[config.mk]
export PLATFORM = sky130hd
export DESIGN_NAME = rdb_ram
export DESIGN_NICKNAME = d
export VERILOG_FILES = /design/src/rtl/rdb_ram.sv
export SDC_FILE = /design/constraint.sdc
export NUM_CORES = 1
export LEC_CHECK = 0
export BUFFER_PORTS_ARGS = -buffer_cell sky130_fd_sc_hd__clkbuf_2
export CAP_MARGIN = 25
export CORE_ASPECT_RATIO = 1.75
export CORE_UTILIZATION = 50
export CTS_BUF_LIST = sky130_fd_sc_hd__clkbuf_2 sky130_fd_sc_hd__clkbuf_4 sky130_fd_sc_hd__clkbuf_8
export DETAILED_ROUTE_END_ITERATION = 10
export PLACE_DENSITY = 0.69
export SETUP_SLACK_MARGIN = 0.3
export SYNTH_ARGS = -nofsm -noshare
export SYNTH_HDL_FRONTEND = slang
export SYNTH_SLANG_ARGS = --single-unit
[constraint.sdc]
create_clock -name aclk -period 2.4 [get_ports aclk]
set_input_delay 0.36 -clock aclk [delete_from_list [all_inputs] [get_ports aclk]]
set_output_delay 0.36 -clock aclk [all_outputs]
set_load 0.005 [all_outputs]
[src/rtl/rdb_ram.sv]
`timescale 1ns / 1ps
`default_nettype none
module rdb_ram #(
    parameter int WIDTH = 8,
    parameter int DEPTH = 16
) (
    input  wire logic                     aclk,
    input  wire logic                     we,
    input  wire logic [$clog2(DEPTH)-1:0] waddr,
    input  wire logic [WIDTH-1:0]         wdata,
    input  wire logic [$clog2(DEPTH)-1:0] raddr,
    output logic      [WIDTH-1:0]         rdata
);
    logic [WIDTH-1:0] mem [DEPTH];

    always_ff @(posedge aclk) begin
        if (we) begin
            mem[waddr] <= wdata;
        end
        rdata <= mem[raddr];
    end
endmodule
`default_nettype wire

==> impl_results.md, run 1 <==
- Status: finished, final reports clean
- Clock tree buffer depth: 2
- Leak: 2.05 nW
- CTS root buffer: clkbuf_8
- DIE WIDTH: 78.7 um
- Unrepaired setup endpoints after global routing: false
- Critical path startpoint category: primary input
- Post-Syn Area per Cell: 22.5 um2
- R2R cell count: 3
- Sum Neg Setup Slack: 0 ns
- #FFs+latches synth: 136
- Crit-path leading delay family: multiplexers
- Sink Count: 136
- Avg WL per Cell: 22.4 um
- Final worst clock skew: 0.00929 ns
- Hold crit path type: primary input to flop
- Slew @ Worst Pin: 0.689 ns
- Starting Density: 51.9%
- Num rows: 48
- Crit path kind: primary input to flop
- Remaining Overflow, GRT: 0
- Drt total wl: 9.42 mm
- Later-pin clock latency in the skew report: 0.43 ns
- Placed Area: 5500 um2
- Die area: 10700 um2
- Post-Synthesis Cells: 229
- Ant diodes: 0
- Hold_buf cts: 0
- Worst Path Arrival: 1.69 ns
- Die Span Y: 136 um
- CORE AREA: 9910 um2
- PwrDens: 867 nW/um2
- Reg2Reg Setup Slack: 1.03 ns
- Pins over their slew limit: 0
- Final setup fails: 0
- Initial antenna violation count: 0
- Crit-path slowest cell: mux4_1
- Total of max-cap violations: 0
- Hold depth: 1
- Setup bufs post-CTS: 0
- Pin count of the biggest net entering global routing: 33
- Synth Warn #: 0
- Total number of vias: 2454
- Syn-to-layout area delta: 16.5%
- Required time of the critical path: 2.71 ns
- Crit. path cell count: 5
- ANT nets after route: 0
- Vias per cell: 5.84
- Final period util: 57.5%
- Register area share after synthesis: 77.8%
- Crit path capture type: flop
- Design Area, Final: 6000 um2
- Fmax: 0.725 GHz
- Slowest cell delay on critical path: 0.60 ns
- RD Place Congestion: 0.779
- Post-Layout Cell Count: 420
- Synth Cell Area: 5150 um2
- CTS Buf Count: 17
- First-pass GRT wire length: 14.6 mm
- Initial DRC Count: 121
- Max VDD drop: 0.550 mV
- Drt first pass iters: 4
- Tot GR Track Use: 20.2%
- CTS tree: built
- Synthesized Nets: 247
- Hold Violations, Final: 0
- CP Buf/Inv Count: 2
- Placed cells: 388
- Vias in the first global route: 2515
- Max_slew headroom: 54.0%
- Post-cts resize count: 0
- Fraction of layout instances using a drive strength above 1: 31.9%
- Pwr Total: 5.20 mW
- Io pins: 26
- Htree depth: 4
- Crit Path Max Fanout: 32
- PortBufs: 25
- Worst-case hold slack: 0.353 ns
- DR DRC count: 0
- Final HPWL DP: 6.16 mm
- Clock Pin Slew Worst Setup and Hold Paths: 0.07 ns
- Synth cell types: 19
- CP Cell Sequence: clkbuf_2 > buf_12 > mux4_1 > a22oi_1 > nand2_1
- Min Tclk post-route: 1.38 ns
- Nets: 300
-- flip-flops by register name (all words and copies together) (netlist names) --
register / flops
rdata: 8
mem: 128
-- path summary, 6_finish.rpt --
check | from | to
worst max register to register | mem[3][5]$_DFFE_PP_ | rdata[5]$_DFF_P_
worst min register to register | mem[12][0]$_DFFE_PP_ | rdata[0]$_DFF_P_
worst min-delay path | wdata[6] | mem[6][6]$_DFFE_PP_
worst max-delay path | raddr[0] | rdata[5]$_DFF_P_
-- logic make-up (layout without fill, tap and decap cells) --
kind of cell | count (synthesis) | count (layout) | share of synthesized area, %
AND/OR/NAND/NOR | 35 | 35 | 3.18
multiplexers | 32 | 32 | 15.0
AO/OA/AOI/OAI | 16 | 16 | 2.33
flip-flops | 136 | 136 | 77.8
buffers and inverters | 10 | 76 | 1.68
-- Yosys cell counts --
cell / count / area share [%]
edfxtp_1: 128 / 75
mux4_2: 18 / 7.9
a22oi_1: 16 / 2.3
mux4_1: 14 / 7.1
nor2_1: 13 / 0.95
nand2_1: 9 / 0.66
dfxtp_1: 8 / 3.1
nor3_1: 4 / 0.39
buf_2: 3 / 0.29
buf_6: 3 / 0.66
clkdlybuf4s25_2: 3 / 0.58
nand2b_1: 2 / 0.24
nand3b_1: 2 / 0.29
and2_1: 1 / 0.12
and2b_1: 1 / 0.15
buf_4: 1 / 0.15
nand3_1: 1 / 0.097
nor2b_1: 1 / 0.12
or3b_2: 1 / 0.17
-- cells in the final DEF (no fill, tap or decap) --
cell / Yosys / layout
and2_1: 1 / 1
inv_6: 0 / 1
nor3_1: 4 / 4
buf_12: 0 / 1
bufinv_16: 0 / 7
clkinv_1: 0 / 1
dfxtp_1: 8 / 8
nor2b_1: 1 / 1
or3b_2: 1 / 1
mux4_2: 18 / 18
nand2_1: 9 / 9
clkinv_4: 0 / 1
clkbuf_4: 0 / 2
edfxtp_1: 128 / 128
nand2b_1: 2 / 2
clkbuf_2: 0 / 25
buf_4: 1 / 18
nor2_1: 13 / 13
mux4_1: 14 / 14
clkinvlp_4: 0 / 1
a22oi_1: 16 / 16
nand3_1: 1 / 1
and2b_1: 1 / 1
clkbuf_8: 0 / 17
nand3b_1: 2 / 2
clkinv_2: 0 / 2
-- cell type report --
type | count | area (um2)
clock buffers | 19 | 249
clock inverters | 13 | 249
fillers | 717 | 3910
multi-input cells | 83 | 1060
flip-flops and latches | 136 | 4000
well taps | 125 | 156
repair buffers | 44 | 280
-- where the power goes --
group          internal, mW  switching, mW  leakage, nW  total (mW)
Clock                  1.47          0.830        0.249        2.30
Combinational         0.103          0.133        0.580       0.236
Sequential             2.65         0.0150         1.22        2.67
Total                  4.22          0.978         2.05        5.20
-- metal layers --
layer | part of all wire (%) | GRT usage, % | wire length, um
met1 | 38 | 24.5 | 3590
met2 | 55 | 34.1 | 5160
met3 | 5.1 | 5.23 | 480
met4 | 2.0 | 8.44 | 191
met5 | 0 | 0 | 0
-- stage by stage --
| step | utilization (%) | setup slack, ns |
|---|---|---|
| after floorplan | - | 0.547 |
| after global routing | 60.5 | 0.948 |
| after detailed placement | 55.5 | 0.575 |
| final | 60.5 | 1.02 |
| after global placement | 55.5 | 0.582 |
| after CTS | 60.5 | 1.02 |
Note: power is estimated with default switching activity, not from simulation.
==> run 2: changes to the inputs <==
- clock period: 2.4 -> 1.4 ns (I/O delays scaled with it)
==> run 2 against run 1 <==
  * Total power is 58% higher
  * Critical path type is now flop to flop
  * Flip-flop and latch count stayed put
  * Largest cell class unchanged
  * Die area stayed put
==> impl_results.md, run 2 (same netlist as run 1, synthesis figures left out) <==
- Pwr Total: 8.22 mW (was 5.20 mW)
- DR DRC count: 0 (unchanged)
- Hold crit path type: primary input to flop (unchanged)
- Min Tclk post-route: 1.25 ns
- Commonest cells after routing, fill and taps aside: edfxtp_1, mux4_2, buf_4 (was edfxtp_1, clkbuf_2, mux4_2, buf_4, clkbuf_8)
- CTS tree: built (unchanged)
- CTS Buf Count: 17 (unchanged)
- Die area: 10700 um2 (unchanged)
- Fraction of layout instances using a drive strength above 1: 48.4% (was 31.9%)
- Tot GR Track Use: 19.6% (was 20.2%)
- Vias per cell: 5.58 (was 5.84)
- Design Area, Final: 6200 um2 (was 6000 um2)
- Later-pin clock latency in the skew report: 0.42 ns (was 0.43 ns)
- GR Util met3: 4.83% (was 5.23%)
- Vias in the first global route: 2654 (was 2515)
- Worst-case hold slack: 0.195 ns (was 0.353 ns)
- Most common cell after layout, fill and taps aside: edfxtp_1 (unchanged)
- Die Span Y: 136 um (unchanged)
- Final worst clock skew: 0.00901 ns (was 0.00929 ns)
- ANT nets after route: 0 (unchanged)
- Final period util: 89.2%
- Final HPWL DP: 6.45 mm (was 6.16 mm)
- Leak: 2.07 nW (was 2.05 nW)
- Biggest regs: mem x128, rdata x8 (unchanged)
- PnR worst setup slack: 0.152 ns (was 1.02 ns)
- Htree depth: 4 (unchanged)
- Unrepaired setup endpoints after global routing: true (was false)
- Sink Count: 136 (unchanged)
- Remaining Overflow, GRT: 0 (unchanged)
- Num rows: 48 (unchanged)
- Hold Violations, Final: 0 (unchanged)
- Most Crowded Layer GR: met2 (unchanged)
- Setup bufs post-CTS: 0 (unchanged)
- Final setup fails: 0 (unchanged)
- Total number of vias: 2427 (was 2454)
- Placed cells: 403 (was 388)
- Ant diodes: 0 (unchanged)
- Grt met2 use: 35.4% (was 34.1%)
- Crit path capture type: flop (unchanged)
- DIE WIDTH: 78.7 um (unchanged)
- Io pins: 26 (unchanged)
- Drt total wl: 9.23 mm (was 9.42 mm)
- Fmax: 0.801 GHz
- Slew @ Worst Pin: 0.874 ns (was 0.689 ns)
- Max_slew headroom: 41.6% (was 54.0%)
- Pin count of the biggest net entering global routing: 30 (was 33)
- CORE AREA: 9910 um2 (unchanged)
- Starting Density: 51.9% (unchanged)
- Nets: 315 (was 300)
- Crit path kind: flop to flop (was primary input to flop)
- Avg WL per Cell: 21.2 um (was 22.4 um)
- Clock tree buffer depth: 2 (unchanged)
- First-pass GRT wire length: 14.4 mm (was 14.6 mm)
- Finished Core Util: 62.6% (was 60.5%)
- Post-Layout Cell Count: 435 (was 420)
- Max reg flops: 128 (unchanged)
- Pins over their slew limit: 0 (unchanged)
- Status: finished, final reports clean (unchanged)
- Sum Neg Setup Slack: 0 ns (unchanged)
- Initial DRC Count: 128 (was 121)
- Max VDD drop: 0.836 mV (was 0.550 mV)
- Crit Path Max Fanout: 1 (was 32)
- Drt first pass iters: 4 (unchanged)
- Clock Pin Slew Worst Setup and Hold Paths: 0.07 ns (about the same)
- Critical path startpoint category: flop (was primary input)
- Pre-CTS setup slack: -0.161 ns (was 0.575 ns)
- Met1 Use GR: 22.2% (was 24.5%)
- PwrDens: 1330 nW/um2 (was 867 nW/um2)
- Total of max-cap violations: 0 (unchanged)
- PortBufs: 25 (unchanged)
- RD Place Congestion: 0.728 (was 0.779)
- CTS root buffer: clkbuf_8 (unchanged)
- Initial antenna violation count: 0 (unchanged)
- Worst Path Arrival: 1.55 ns (was 1.69 ns)
- Placed Area: 5730 um2 (was 5500 um2)
- Required time of the critical path: 1.70 ns (was 2.71 ns)
- Syn-to-layout area delta: 20.5% (was 16.5%)
- Biggest register: mem (unchanged)
-- run 2: routing by layer --
layer,up-vias,part of all wire [%]
met3,9,2.9
met4,0,1.3
met2,49,59
li1,1101,-
met1,1268,37
met5,-,0
-- run 2: path summary, 6_finish.rpt --
kind	start	to	cells past startpoint	slack, ns
worst max-delay path	mem[3][2]$_DFFE_PP_	rdata[2]$_DFF_P_	3	0.15
worst min-delay path	wdata[7]	mem[1][7]$_DFFE_PP_	1	0.19
worst max register to register	mem[3][2]$_DFFE_PP_	rdata[2]$_DFF_P_	3	0.15
worst min register to register	mem[12][0]$_DFFE_PP_	rdata[0]$_DFF_P_	3	0.67
-- run 2: cell type report --
cell class / instances / area [um2]
clock buffer: 18 / 241
clock inverter: 14 / 158
fill: 719 / 3710
multi-input combinational: 83 / 1130
sequential: 136 / 4010
tap: 125 / 156
timing repair buffer: 59 / 505
-- run 2: where the power goes --
group / internal [mW] / total, mW / switching [mW]
clock: 1.76 / 3.15 / 1.39
sequential: 4.55 / 4.58 / 0.0308
combinational: 0.240 / 0.493 / 0.253
total: 6.55 / 8.22 / 1.67
-- run 2: worst max-delay path, stage by stage (launching register included) --
cell and delay (ns):
edfxtp_1 0.36, mux4_2 0.49, a22oi_2 0.21, nand2_1 0.06
-- run 2: timing repair --
action,in CTS,in global routing
hold buffers,0,0
pin swaps,5,1
setup endpoints to repair,11,14
resized for setup,10,12
cloned,0,0
