## src/rtl/rdb_pkg.sv

```systemverilog
`timescale 1ns / 1ps
`default_nettype none
package rdb_pkg;
    localparam int MAX_NODES  = 16;
    localparam int NODE_W     = $clog2(MAX_NODES);
    localparam int CNT_W      = NODE_W + 1;
    localparam int CALL_SLOTS = 64;
    localparam int SLOT_W     = $clog2(CALL_SLOTS);
    localparam int FUNC_SLOTS = 256;
    localparam int FUNC_W     = $clog2(FUNC_SLOTS);
    localparam int RUN_W      = SLOT_W + 1;
    localparam int ID_W       = 64;
    localparam int RR_W       = 32;
    localparam int INF_W      = 16;
    localparam int CFG_IDX_W  = 2;
    localparam int CFG_DATA_W = 32;

    localparam logic [1:0] OP_DISPATCH = 2'd0;
    localparam logic [1:0] OP_FINISH   = 2'd1;
    localparam logic [1:0] OP_ONLINE   = 2'd2;
    localparam logic [1:0] OP_OFFLINE  = 2'd3;

    localparam logic [1:0] MODE_RR     = 2'd0;
    localparam logic [1:0] MODE_LEAST  = 2'd1;
    localparam logic [1:0] MODE_RANDOM = 2'd2;

    localparam logic [CFG_IDX_W-1:0] REG_MODE  = 2'd0;
    localparam logic [CFG_IDX_W-1:0] REG_LIMIT = 2'd1;
    localparam logic [CFG_IDX_W-1:0] REG_SEED  = 2'd2;

    localparam logic [2:0] ST_OK         = 3'd0;
    localparam logic [2:0] ST_NO_NODES   = 3'd1;
    localparam logic [2:0] ST_OVER_LIMIT = 3'd2;
    localparam logic [2:0] ST_CONSTRAINT = 3'd3;
    localparam logic [2:0] ST_TABLE_FULL = 3'd4;
    localparam logic [2:0] ST_IGNORED    = 3'd5;

    localparam logic [31:0] LFSR_MASK = 32'h8020_0003;
endpackage
`default_nettype wire

```

## src/rtl/rdb_mod.sv

```systemverilog
`timescale 1ns / 1ps
`default_nettype none
// 32-bit value modulo a list size, one bit per cycle
module rdb_mod (
    input  wire logic                      aclk,
    input  wire logic                      aresetn,
    input  wire logic                      start,
    input  wire logic [31:0]               dividend,
    input  wire logic [rdb_pkg::CNT_W-1:0] divisor,
    output logic                           done,
    output logic [rdb_pkg::NODE_W-1:0]     remainder
);
    logic                        busy_reg, busy_next;
    logic                        done_reg, done_next;
    logic [5:0]                  cnt_reg, cnt_next;
    logic [31:0]                 val_reg, val_next;
    logic [rdb_pkg::CNT_W-1:0]   div_reg, div_next;
    logic [rdb_pkg::CNT_W-1:0]   rem_reg, rem_next;
    logic [rdb_pkg::CNT_W:0]     trial;

    always_comb begin
        busy_next = busy_reg;
        done_next = 1'b0;
        cnt_next  = cnt_reg;
        val_next  = val_reg;
        div_next  = div_reg;
        rem_next  = rem_reg;
        trial     = {rem_reg, val_reg[31]};
        if (start) begin
            busy_next = 1'b1;
            cnt_next  = 6'd32;
            val_next  = dividend;
            div_next  = divisor;
            rem_next  = '0;
        end else if (busy_reg) begin
            if (trial >= {1'b0, div_reg}) begin
                trial = trial - {1'b0, div_reg};
            end
            rem_next = trial[rdb_pkg::CNT_W-1:0];
            val_next = {val_reg[30:0], 1'b0};
            cnt_next = cnt_reg - 6'd1;
            if (cnt_reg == 6'd1) begin
                busy_next = 1'b0;
                done_next = 1'b1;
            end
        end
    end

    always_ff @(posedge aclk) begin
        if (!aresetn) begin
            busy_reg <= 1'b0;
            done_reg <= 1'b0;
        end else begin
            busy_reg <= busy_next;
            done_reg <= done_next;
        end
        cnt_reg <= cnt_next;
        val_reg <= val_next;
        div_reg <= div_next;
        rem_reg <= rem_next;
    end

    assign done      = done_reg;
    assign remainder = rem_reg[rdb_pkg::NODE_W-1:0];
endmodule
`default_nettype wire

```

## config.mk

```make
export PLATFORM = sky130hd
export DESIGN_NAME = rdb_mod
export DESIGN_NICKNAME = d
export VERILOG_FILES = /design/src/rtl/rdb_pkg.sv /design/src/rtl/rdb_mod.sv
export SDC_FILE = /design/constraint.sdc
export NUM_CORES = 1
export LEC_CHECK = 0
export BUFFER_PORTS_ARGS = -buffer_cell sky130_fd_sc_hd__buf_2
export CAP_MARGIN = 20
export CORE_MARGIN = 3
export CORE_UTILIZATION = 40
export CTS_CLUSTER_DIAMETER = 50
export DETAILED_ROUTE_END_ITERATION = 6
export PLACE_DENSITY = 0.68
export SLEW_MARGIN = 40
export SYNTH_ARGS = -nofsm -noshare
export SYNTH_HDL_FRONTEND = slang
export SYNTH_SLANG_ARGS = --single-unit
```

## constraint.sdc

```tcl
create_clock -name aclk -period 1.85 [get_ports aclk]
set_input_delay 0.555 -clock aclk [delete_from_list [all_inputs] [get_ports aclk]]
set_output_delay 0.555 -clock aclk [all_outputs]
set_load 0.01 [all_outputs]
```

==> results of run 1 <==
## metal layers
metal / track usage [%] / vias up / part of all wire [%]
met1: 18.23 / 659 / 45
met5: 0 / - / 0
li1: - / 688 / -
met3: 4.545 / 8 / 5.4
met2: 19.87 / 36 / 48
met4: 5.068 / 0 / 1.8
## synthesized netlist by cell type (3+ instances only)
cell / n / area [µm²]
a21oi_1: 3 / 15.01
buf_1: 3 / 11.26
buf_4: 4 / 30.03
dfxtp_1: 13 / 260.3
edfxtp_1: 37 / 1111
ha_1: 7 / 87.58
inv_1: 9 / 33.78
mux2_2: 31 / 349.1
nand2_1: 5 / 18.77
nor2_1: 10 / 37.54
xnor2_1: 4 / 35.03
xor2_1: 3 / 26.28
## timing repair
| item | CTS | global route |
|---|---|---|
| setup buffers | 1 | 2 |
| gates resized for setup | 5 | 3 |
| pin swaps | 3 | 2 |
| endpoints found under the setup margin | 5 | 5 |
## logic make-up after synthesis
| logic type | after synthesis |
|---|---|
| flip-flops | 50 |
| multiplexers | 33 |
| AND/OR/NAND/NOR | 27 |
| buffers and inverters | 19 |
| AO/OA/AOI/OAI | 16 |
| adder cells (fa/ha/maj) | 8 |
| XOR/XNOR | 7 |
## power by group
part	internal, mW	total [mW]	switching (mW)
Clock	0.441	0.786	0.344
Sequential	1.33	1.38	0.0501
Combinational	0.238	0.430	0.192
## stage by stage
step / utilization, % / cells
floorplan: - / 160
global placement: 49.83 / 274
detailed placement: 49.83 / 274
CTS: 52.50 / 283
global route: 52.86 / 285
finish: 52.86 / 285
## critical path: cells and delay by family (launching register included)
family	cells	cell delay (ns)
fa+ha+maj	2	0.48
flops	1	0.39
compound gates	3	0.64
buf+inv	2	0.13
mux	1	0.26
## worst paths after layout
check | start | to | slack, ns | cells past startpoint
setup / recovery | val_reg[31] | rem_reg[1] | -0.17 | 8
hold / removal | divisor[4] | div_reg[4] | 0.43 | 1
setup reg to reg | val_reg[31] | rem_reg[1] | -0.17 | 8
hold reg to reg | rem_reg[4] | rem_reg[4] | 0.50 | 2
## layout make-up
| class | instances | area, µm² | area share (%) |
|---|---|---|---|
| Clock buffer | 7 | 86.33 | 3.080 |
| Clock inverter | 1 | 30.03 | 1.071 |
| Inverter | 9 | 37.54 | 1.339 |
| Multi-Input combinational cell | 91 | 830.8 | 29.64 |
| Sequential cell | 50 | 1371 | 48.93 |
| Tap cell | 70 | 87.58 | 3.125 |
| Timing Repair Buffer | 57 | 359.1 | 12.81 |
==> impl_metrics.env, run 1 <==
export IMPL_syn_inst=160
export IMPL_max_slew_margin_pct=61.69
export IMPL_io_buffers=44
export IMPL_synthXorXnorAreaFrac_pct=2.704
export IMPL_setup_violations_final=5
export IMPL_async_reset_ff_share_pct=0
export IMPL_cts_hold_buf=0
export IMPL_yosysWarnings=0
export IMPL_drt_iter0_markers=60
export IMPL_startpoint_type="register"
export IMPL_synth_seq_area_share_pct=60.49
export IMPL_maxCapViolCount=0
export IMPL_grt_pass1_wl_mm=6.644
export IMPL_die_x_um=81.29
export IMPL_tightest_slew_ns=0.5667
export IMPL_cts_root_buf="clkbuf_8"
export IMPL_cpPeakStageDelay_ns=0.39
export IMPL_fp_dieH_um=81.29
export IMPL_globalRouteTotalUtil_pct=13.45
export IMPL_area_delta_synth_final_pct=23.62
export IMPL_synth_compound_area_share_pct=5.905
export IMPL_ios=45
export IMPL_power_total_mw=2.598
export IMPL_synthFlopType="edfxtp_1"
export IMPL_fin_crit_ns=2.022
export IMPL_antenna_cells=0
export IMPL_final_common_cell="buf_2"
export IMPL_gp_congestion=0.8382
export IMPL_muxShareOfSynthArea_pct=16.28
export IMPL_ys_seq_elements=50
export IMPL_synth_fa_ha_area_share_pct=4.746
export IMPL_worstPathRequired_ns=2.03
export IMPL_leakage_nw=1.152
export IMPL_wl_per_cell_um=14.18
export IMPL_num_rows=26
export IMPL_netlist_area_mm2=0.002267
export IMPL_setup_tns_final_ns=-0.6995
export IMPL_vias=1391
export IMPL_clock_latency_ns=0.30
export IMPL_grt_max_degree=33
export IMPL_rsz0062_at_grt="yes"
export IMPL_syn_nets=208
export IMPL_layout_setup_ws_ns=-0.1717
export IMPL_cp_end_kind="register"
export IMPL_violations="setup timing"
export IMPL_skew_ns=0.008592
export IMPL_synth_simple_area_share_pct=6.015
export IMPL_crit_arrival_ns=2.20
export IMPL_start_util_pct=42.76
export IMPL_drt_total_wl_mm=4.042
export IMPL_fill_cells=460
export IMPL_clk_path_buf_depth=2
export IMPL_fmax_mhz=494.6
export IMPL_cp_slowest_cell="edfxtp_1"
export IMPL_p_per_area_mw_per_mm2=927.0
export IMPL_crit_type="reg -> reg"
export IMPL_finalCritPeriodShare_pct=109.3
export IMPL_path_cells="inv_2 > ha_4 > inv_2 > fa_2 > a21o_1 > a221oi_4 > mux2i_1 > a211oi_2"
export IMPL_synth_edf_count=37
export IMPL_crit_top_cell="inv_2"
export IMPL_first_global_vias=1398
export IMPL_die_area_mm2=0.006607
export IMPL_nets=262
export IMPL_cp_max_fo=4
export IMPL_clkSinkCount=50
export IMPL_dr_pass1_iters=4
export IMPL_final_cell_mix="buf_2, edfxtp_1, mux2_2"
export IMPL_pre_cts_ws_ns=-0.1723
export IMPL_largest_register_ffs=32
export IMPL_drive_gt1_share_pct=49.30
export IMPL_hold_violations=0
export IMPL_grt_overflow_total=0
export IMPL_postRouteAntennaNets=0
export IMPL_hold_class="in -> reg"
export IMPL_placeableCoreArea_mm2=0.005303
export IMPL_antenna_found_initial=0
export IMPL_cts_tree="built"
export IMPL_fin_area_mm2=0.002803
export IMPL_synth_top_family_by_area="multiplexers"
export IMPL_drv_slew=0
export IMPL_numCtsBuffers=5
export IMPL_drc=0
export IMPL_h_tree_depth=2
export IMPL_yosysUniqueCellTypes=36
export IMPL_outcome="complete, but fails checks"
export IMPL_syn_avg_cell_area_um2=14.17
export IMPL_whs_ns=0.4337
export IMPL_dpl_hpwl_mm=2.792
export IMPL_clkTransAtPathRegs_ns=0.09
export IMPL_via_per_inst=4.881
export IMPL_dpl_cell_area_mm2=0.002643
export IMPL_ir_drop_v=0.0004079
No activity file was read; power rests on OpenSTA's default activity.
==> inputs of run 2 (changes only) <==
- CTS_BUF_LIST: default -> sky130_fd_sc_hd__clkbuf_2
- CTS_CLUSTER_SIZE: default -> 30
==> run 2 against run 1 <==
  * The flow still finishes with violations (setup timing)
  * Register-to-register slack is essentially flat
  * Worst setup slack worse by 0.0076 ns
  * Die area unchanged
  * Global-route usage decreased by 0.31 points
  * Utilization shrank 1.3 points
  * Sequential share of layout area up 1.2 points
  * Flip-flop and latch count unchanged
  * Sequential power about the same
  * Via count down 1.8%
  * Clock-buffer cell count decreased by 1
  * Worst hold slack lost 0.12 ns
  * Total power decreased by 8.9%
  * Critical path type unchanged
  * Largest cell class unchanged
==> impl_metrics.env, run 2 (synthesis gave the netlist of run 1 again) <==
export IMPL_ir_drop_v=0.0004696
export IMPL_internal_power_mw=1.795
export IMPL_drt_iter0_markers=70
export IMPL_hold_class="in -> reg"
export IMPL_dpl_cell_area_mm2=0.002643
export IMPL_fp_dieH_um=81.29
export IMPL_largest_register_ffs=32
export IMPL_leakage_nw=1.125
export IMPL_cp_slowest_cell="edfxtp_1"
export IMPL_cp_max_fo=4
export IMPL_fin_area_mm2=0.002735
export IMPL_cts_root_buf="clkbuf_2"
export IMPL_worstReg2RegEnd="rem_reg[1]"
export IMPL_gp_congestion=0.8382
export IMPL_clk_path_buf_depth=2
export IMPL_clkSinkCount=50
export IMPL_dpl_cell_count=274
export IMPL_hold_end="div_reg[4]"
export IMPL_tightest_slew_ns=0.5667
export IMPL_drv_slew=0
export IMPL_numCtsBuffers=5
export IMPL_skew_ns=0.03037
export IMPL_drive_gt1_share_pct=48.83
export IMPL_clock_latency_ns=0.42
export IMPL_p_seq_share_pct=58.4
export IMPL_grt_overflow_total=0
export IMPL_startpoint_type="register"
export IMPL_outcome="complete, but fails checks"
export IMPL_r2r_start="val_reg[31]"
export IMPL_fin_crit_ns=2.029
export IMPL_rsz0062_at_grt="yes"
export IMPL_first_global_vias=1373
export IMPL_cp_end_kind="register"
export IMPL_die_x_um=81.29
export IMPL_comb_power_share_pct=17.7
export IMPL_hold_violations=0
export IMPL_switching_share_pct=24.18
export IMPL_placeableCoreArea_mm2=0.005303
export IMPL_globalRouteTotalUtil_pct=13.15
export IMPL_crit_arrival_ns=2.36
export IMPL_min_from="divisor[4]"
export IMPL_num_rows=26
export IMPL_fmax_mhz=492.8
export IMPL_finalCritPeriodShare_pct=109.7
export IMPL_crit_top_cell="inv_2"
export IMPL_grt_pass1_wl_mm=6.561
export IMPL_fill_cells=463
export IMPL_cpPeakStageDelay_ns=0.44
export IMPL_drc=0
export IMPL_p_switching_uw=572.2
export IMPL_antenna_found_initial=0
export IMPL_layout_setup_ws_ns=-0.1793
export IMPL_clkTransAtPathRegs_ns=0.26
export IMPL_nets=260
export IMPL_multi_input_area_um2=830.8
export IMPL_drt_total_wl_mm=4.001
export IMPL_cts_tree="built"
export IMPL_final_cell_mix="buf_2, edfxtp_1, mux2_2"
export IMPL_antenna_cells=0
export IMPL_min_path_cells=1
export IMPL_final_common_cell="buf_2"
export IMPL_maxCapViolCount=0
export IMPL_ios=45
export IMPL_vias=1366
export IMPL_reg2reg_depth=8
export IMPL_violations="setup timing"
export IMPL_start_util_pct=42.76
export IMPL_crit_type="reg -> reg"
export IMPL_instances_no_fill=283
export IMPL_dpl_hpwl_mm=2.792
export IMPL_clkPwrFrac_pct=23.8
export IMPL_grt_max_degree=33
export IMPL_area_delta_synth_final_pct=20.64
export IMPL_worstPathRequired_ns=2.18
export IMPL_path_cells="inv_2 > ha_4 > inv_2 > fa_2 > a21o_1 > a221oi_4 > mux2i_1 > a211oi_2"
export IMPL_io_buffers=44
export IMPL_final_seq_area_mm2=0.001371
export IMPL_p_per_area_mw_per_mm2=865.3
export IMPL_via_per_inst=4.827
export IMPL_setup_violations_final=5
export IMPL_postRouteAntennaNets=0
export IMPL_h_tree_depth=2
export IMPL_max_slew_margin_pct=61.69
export IMPL_die_area_mm2=0.006607
export IMPL_wl_per_cell_um=14.14
export IMPL_r2r_slack_ns=-0.18
export IMPL_dr_pass1_iters=4
-- run 2: worst max-delay path by stage --
stage                start         end  slack (ns)  depth (start not counted)
6_report       val_reg[31]  rem_reg[1]       -0.18                          8
4_1_cts        val_reg[31]  rem_reg[1]       -0.17                          8
2_1_floorplan  val_reg[31]  rem_reg[1]       -0.13                          8
3_5_place_dp   val_reg[31]  rem_reg[1]       -0.17                          8
3_3_place_gp   val_reg[31]  rem_reg[1]       -0.11                          8
5_1_grt        val_reg[31]  rem_reg[2]       -0.30                          9
-- run 2: routing by layer --
metal	wire [µm]	GRT usage, %	up-vias
li1	-	-	683
met1	1852	18.51	647
met2	1913	19.06	34
met3	216	4.545	2
met4	19	3.885	0
met5	0	0	-
-- run 2: through the flow --
stage | hold WS (ns) | setup WS [ns] | power [mW] | util [%] | TNS, ns
final | 0.3156 | -0.1793 | 2.367 | 51.58 | -0.7920
after global routing | 0.2466 | -0.2952 | 2.499 | 51.58 | -1.373
after CTS | 0.2838 | -0.1731 | 2.387 | 51.42 | -0.8051
after detailed placement | 0.4730 | -0.1723 | 1.812 | 49.83 | -0.7366
after global placement | 0.4496 | -0.1065 | 1.801 | 49.83 | -0.4136
after floorplan | 0.4247 | -0.1260 | 1.669 | - | -0.2498
-- run 2: area by class of cell --
type,instances,share of cell area [%]
clock buffer,6,1.098
clock inverter,2,1.235
inverter,9,1.372
multi-input combinational,91,30.38
sequential,50,50.14
tap,70,3.202
timing repair buffer,55,12.58
-- run 2: what timing repair did --
| item | CTS | global route |
|---|---|---|
| pin swaps | 6 | 5 |
| endpoints found under the setup margin | 5 | 5 |
| hold buffers | 0 | 0 |
| gates resized for setup | 6 | 2 |
| buffers inserted | 1 | 0 |
-- run 2: power by group through the flow --
stage	logic (mW)	clock network (mW)	registers [mW]
global placement	0.397	0	1.40
floorplan	0.279	0	1.39
CTS	0.418	0.585	1.38
finish	0.419	0.564	1.38
detailed placement	0.405	0	1.41
global route	0.467	0.634	1.40
-- run 2: critical path, delay by kind of cell, from the launching register on --
family | cells | cell delay (ns)
AO/OA/AOI/OAI | 3 | 0.65
buffers and inverters | 2 | 0.12
adder cells (fa/ha/maj) | 2 | 0.45
multiplexers | 1 | 0.27
flip-flops | 1 | 0.44
